`src/hw/rtl/frq_pkg.sv`:
```
// Shared types, codes and constants for the frame ring queue.
`default_nettype none

package frq_pkg;

  // Default values for the top-level parameters.
  localparam int DEF_MAX_FRAME_BYTES = 1024;
  localparam int DEF_DEFAULT_DEPTH   = 16;

  // Ring geometry: at most DEPTH_CAP frames, plus one slot that stays empty.
  localparam int DEPTH_CAP   = 16;
  localparam int STORE_SLOTS = DEPTH_CAP + 1;
  localparam int SLOT_W      = 5;

  // Field widths.
  localparam int CMD_W    = 2;
  localparam int BYTE_W   = 8;
  localparam int STATUS_W = 2;
  localparam int COUNT_W  = 5;
  localparam int FB_W     = 11;
  localparam int QD_W     = 5;
  localparam int CFG_IDX_W  = 2;
  localparam int CFG_DATA_W = 11;

  // Command codes.
  localparam logic [CMD_W-1:0] CMD_PUSH  = 2'd0;
  localparam logic [CMD_W-1:0] CMD_READ  = 2'd1;
  localparam logic [CMD_W-1:0] CMD_CLEAR = 2'd2;
  localparam logic [CMD_W-1:0] CMD_QUERY = 2'd3;

  // Status codes.
  localparam logic [STATUS_W-1:0] STAT_OK       = 2'd0;
  localparam logic [STATUS_W-1:0] STAT_EMPTY    = 2'd1;
  localparam logic [STATUS_W-1:0] STAT_LEN_ERR  = 2'd2;

  // Configuration register indexes.
  localparam logic [CFG_IDX_W-1:0] CFG_FRAME_BYTES = 2'd0;
  localparam logic [CFG_IDX_W-1:0] CFG_QUEUE_DEPTH = 2'd1;

  // Commands from the controller to the datapath.
  typedef struct packed {
    logic exec;     // An input item is transferred this cycle.
    logic rd_load;  // Store read data is ready to load into the output register.
    logic cfg_we;   // A configuration write is transferred this cycle.
  } ctrl_cmd_t;

endpackage

`default_nettype wire

```
`src/hw/rtl/frq_ctrl.sv`:
```
// Controller state machine: handshakes and sequencing of store reads.
`default_nettype none

module frq_ctrl (
  input  wire logic                      clk,
  input  wire logic                      rst_n,
  input  wire logic                      in_valid,
  input  wire logic [frq_pkg::CMD_W-1:0] in_cmd,
  output logic                           in_ready,
  output logic                           out_valid,
  input  wire logic                      out_ready,
  input  wire logic                      cfg_valid,
  output logic                           cfg_ready,
  output frq_pkg::ctrl_cmd_t             ctrl
);
  import frq_pkg::*;

  localparam logic ST_IDLE   = 1'b0;
  localparam logic ST_RDWAIT = 1'b1;

  logic state_r, state_nxt;
  logic out_valid_r, out_valid_nxt;
  logic in_xfer;
  logic is_read;

  // An item is taken only when the output register is free or is emptied now.
  assign in_ready  = (state_r == ST_IDLE) && !cfg_valid && (!out_valid_r || out_ready);
  assign cfg_ready = (state_r == ST_IDLE);
  assign out_valid = out_valid_r;
  assign in_xfer   = in_valid && in_ready;
  assign is_read   = (in_cmd == CMD_READ);

  // Datapath commands.
  assign ctrl.exec    = in_xfer;
  assign ctrl.rd_load = (state_r == ST_RDWAIT);
  assign ctrl.cfg_we  = cfg_valid && cfg_ready;

  // Next state and output valid.
  always_comb begin
    state_nxt     = state_r;
    out_valid_nxt = out_valid_r;
    if (out_ready) begin
      out_valid_nxt = 1'b0;
    end
    case (state_r)
      ST_IDLE: begin
        if (in_xfer) begin
          if (is_read) begin
            state_nxt = ST_RDWAIT;
          end else begin
            out_valid_nxt = 1'b1;
          end
        end
      end
      ST_RDWAIT: begin
        state_nxt     = ST_IDLE;
        out_valid_nxt = 1'b1;
      end
      default: begin
        state_nxt = ST_IDLE;
      end
    endcase
  end

  always_ff @(posedge clk) begin
    if (!rst_n) begin
      state_r     <= ST_IDLE;
      out_valid_r <= 1'b0;
    end else begin
      state_r     <= state_nxt;
      out_valid_r <= out_valid_nxt;
    end
  end

endmodule

`default_nettype wire

```
`config.mk`:
```
export PLATFORM = sky130hd
export DESIGN_NAME = frq_ctrl
export DESIGN_NICKNAME = d
export VERILOG_FILES = /design/src/hw/rtl/frq_pkg.sv /design/src/hw/rtl/frq_ctrl.sv
export SDC_FILE = /design/constraint.sdc
export NUM_CORES = 1
export LEC_CHECK = 0
export BUFFER_PORTS_ARGS = -buffer_cell sky130_fd_sc_hd__buf_2
export CAP_MARGIN = 20
export CORE_AREA = 4 4 41 43
export CTS_BUF_LIST = sky130_fd_sc_hd__clkbuf_16
export DETAILED_ROUTE_END_ITERATION = 7
export DIE_AREA = 0 0 45 47
export SLEW_MARGIN = 40
export SYNTH_ARGS = -nofsm -noshare
export SYNTH_HDL_FRONTEND = slang
export SYNTH_SLANG_ARGS = --single-unit
```
`constraint.sdc`:
```
create_clock -name clk -period 1.1 [get_ports clk]
set_input_delay 0.165 -clock clk [delete_from_list [all_inputs] [get_ports clk]]
set_output_delay 0.165 -clock clk [all_outputs]
set_load 0.03 [all_outputs]
```
==> impl_metrics.csv <==
group,metric,value,unit
sta,maxSlewViolCount,0,
floorplan,io_pins,13,
worst_hold_path,min_path_type,"in -> reg",
critical_path,critPathLaunchType,"register",
detailed_routing,drc,0,
sta,worst_pin_slew,0.209,ns
cells_and_area,fill_cells,150,
sta,hold_viol_final,0,
cells_and_area,fin_nets,36,
sta,finalSetupViolations,3,
detailed_routing,dr.pass1.iters,1,
cells_and_area,diodes,0,
detailed_routing,wl,472,µm
yosys,ys_seq_elements,2,
global_routing,grt_pass1_wl,738,µm
cells_and_area,area_delta_synth_final,113,%
sta,rsz0062_at_grt,"true",
detailed_routing,drt-wirelength-per-cell,11.2,µm
sta,relSlewSlack,86.0,%
placed_design,placed_area,213,µm²
placed_design,dp_slack,0.0352,ns
clocking,root_buffer,"clkbuf_16",
yosys,synth_seq_area_share,28.1,%
critical_path,crit_chain,"nor2b_4 -> nor4b_4 -> buf_4",
clocking,cts.sinks,2,
yosys,synth_common_cells,"2 x buf_4, 2 x dfxtp_1",
yosys,synthTopCellsByArea,"dfxtp_1 28%, nor4b_4 17%, buf_4 11%",
power_and_ir_drop,power.density,2270,nW/µm²
detailed_routing,ant_nets,0,
power_and_ir_drop,peakVddDrop,0.565,mV
detailed_routing,drt_iter0_drc,0,
placed_design,gp_congestion,0.611,
floorplan,num_rows,13,
placed_design,port_buffers,12,
yosys,synth_area,143,µm²
critical_path,critPathArrivalTime,1.07,ns
yosys,ys.flop_type,"dfxtp_1",
floorplan,start_util,11.0,%
critical_path,worstPathRequired,0.94,ns
clocking,clk_pin_slew,0.03,ns
floorplan,core-area,1300,µm²
critical_path,crit_path_max_incr_delay,0.30,ns
outcome,run_status,"complete, but fails checks",
sta,fmax,811,MHz
sta,final.period_utilization,112,%
yosys,synth_warnings,0,
clocking,cts.htree.levels,1,
clocking,cts-buffers-inserted,3,
yosys,synth_cell_types,11,
critical_path,critPathBufInv,1,
yosys,synth_top_area_share,28.1,%
yosys,async_reset_ff_share,0,%
sta,skew,0.000677,ns
yosys,avgSynthCellArea,11.0,µm²
detailed_routing,via_per_inst,3.48,
global_routing,antenna_found_initial,0,
outcome,violations,"negative setup slack",
floorplan,die_h,47,µm
critical_path,cp_slowest_cell,"dfxtp_2",
yosys,syn_inst,13,
yosys,synth_nets,20,
clocking,holdBufCountCts,0,
yosys,synth_edf_count,0,
floorplan,dieArea,2120,µm²
clocking,clk_path_buf_depth,2,
cells_and_area,fin_area,304,µm²
cells_and_area,drive_above_1_share,85.2,%
floorplan,die_x,45,µm
sta,period_needed,1.23,ns
yosys,yosysTopAreaCell,"dfxtp_1",
sta,layout_setup_ws,-0.133,ns
critical_path,cp_max_fo,2,
clocking,cts_tree,"done",
global_routing,grt_use_total,5.59,%
run,maxCapViolCount,0,
global_routing,grt_start_max_net_pins,7,
power_and_ir_drop,p_leak,0.000139,µW
detailed_routing,vias,146,
critical_path,crit_family,"simple AND/OR/NAND/NOR gates",
sta,holdWs,0.188,ns
critical_path,critical_path.endpoint_type,"output pin",
critical_path,path_class,"reg -> out",
clocking,clock_latency,0.22,ns
global_routing,grt_remaining_overflow,0,
global_routing,grt_pass1_vias,177,
flip-flops by register name, indices dropped and copies added (netlist names):
name,count
state_r,1
out_valid,1
cells in the final DEF, fill, tap and decap left out:
master     count
buf_2         10
nor4b_4        1
dfxtp_4        1
nor2b_4        1
nor3_2         1
and2b_2        1
clkbuf_16      3
nor2b_1        1
dfxtp_2        1
nor3b_1        1
o31a_2         1
inv_1          1
and4_1         1
buf_4          3
per-layer routing:
| metal | wire length, µm | vias up | part of all wire, % | GRT usage, % |
|---|---|---|---|---|
| met4 | 0 | 0 | 0 | 3.51 |
| met3 | 89 | 0 | 19 | 5.36 |
| li1 | - | 73 | - | - |
| met5 | 0 | - | 0 | 0 |
| met1 | 192 | 61 | 41 | 5.19 |
| met2 | 190 | 12 | 40 | 7.91 |
final cells by class:
cell class	count	area (µm²)	share of cell area (%)
sequential	2	45.0	14.8
clock buffer	3	75.1	24.7
inverter	1	3.75	1.23
tap	15	18.8	6.17
timing repair buffer	13	72.6	23.9
multi-input combinational	8	88.8	29.2
per-stage QoR:
| step | setup TNS (ns) | util (%) | power (µW) | std cells |
|---|---|---|---|---|
| after CTS | -0.283 | 22.6 | 701 | 41 |
| final | -0.302 | 23.4 | 689 | 42 |
| after floorplan | 0 | - | 124 | 13 |
| after global routing | -0.403 | 23.4 | 714 | 42 |
| after detailed placement | 0 | 16.3 | 147 | 38 |
| after global placement | 0 | 16.3 | 147 | 38 |
power by group:
group | internal [µW] | total, µW | switching [µW]
Combinational | 32.7 | 71.9 | 39.3
Sequential | 74.4 | 76.5 | 2.12
Clock | 462 | 540 | 78.2
what timing repair did:
action	in CTS	in global routing
setup buffers	0	1
pin swaps	1	1
endpoints found under the setup margin	4	3
gates resized for setup	3	1
cells by family after synthesis:
kind of cell / share of synthesized area, %
AND/OR/NAND/NOR: 51.8
flip-flops: 28.1
AO/OA/AOI/OAI: 7.02
buffers and inverters: 13.2
worst paths after layout:
kind / start / endpoint / slack (ns) / cells after the start
worst max register to register: out_valid$_SDFF_PN0_ / out_valid$_SDFF_PN0_ / 0.11 / 3
worst max-delay path: out_valid$_SDFF_PN0_ / ctrl[2] / -0.13 / 3
worst min register to register: state_r$_SDFF_PP0_ / out_valid$_SDFF_PN0_ / 0.55 / 1
worst min-delay path: rst_n / out_valid$_SDFF_PN0_ / 0.19 / 2
No activity file was read; power rests on OpenSTA's default activity.
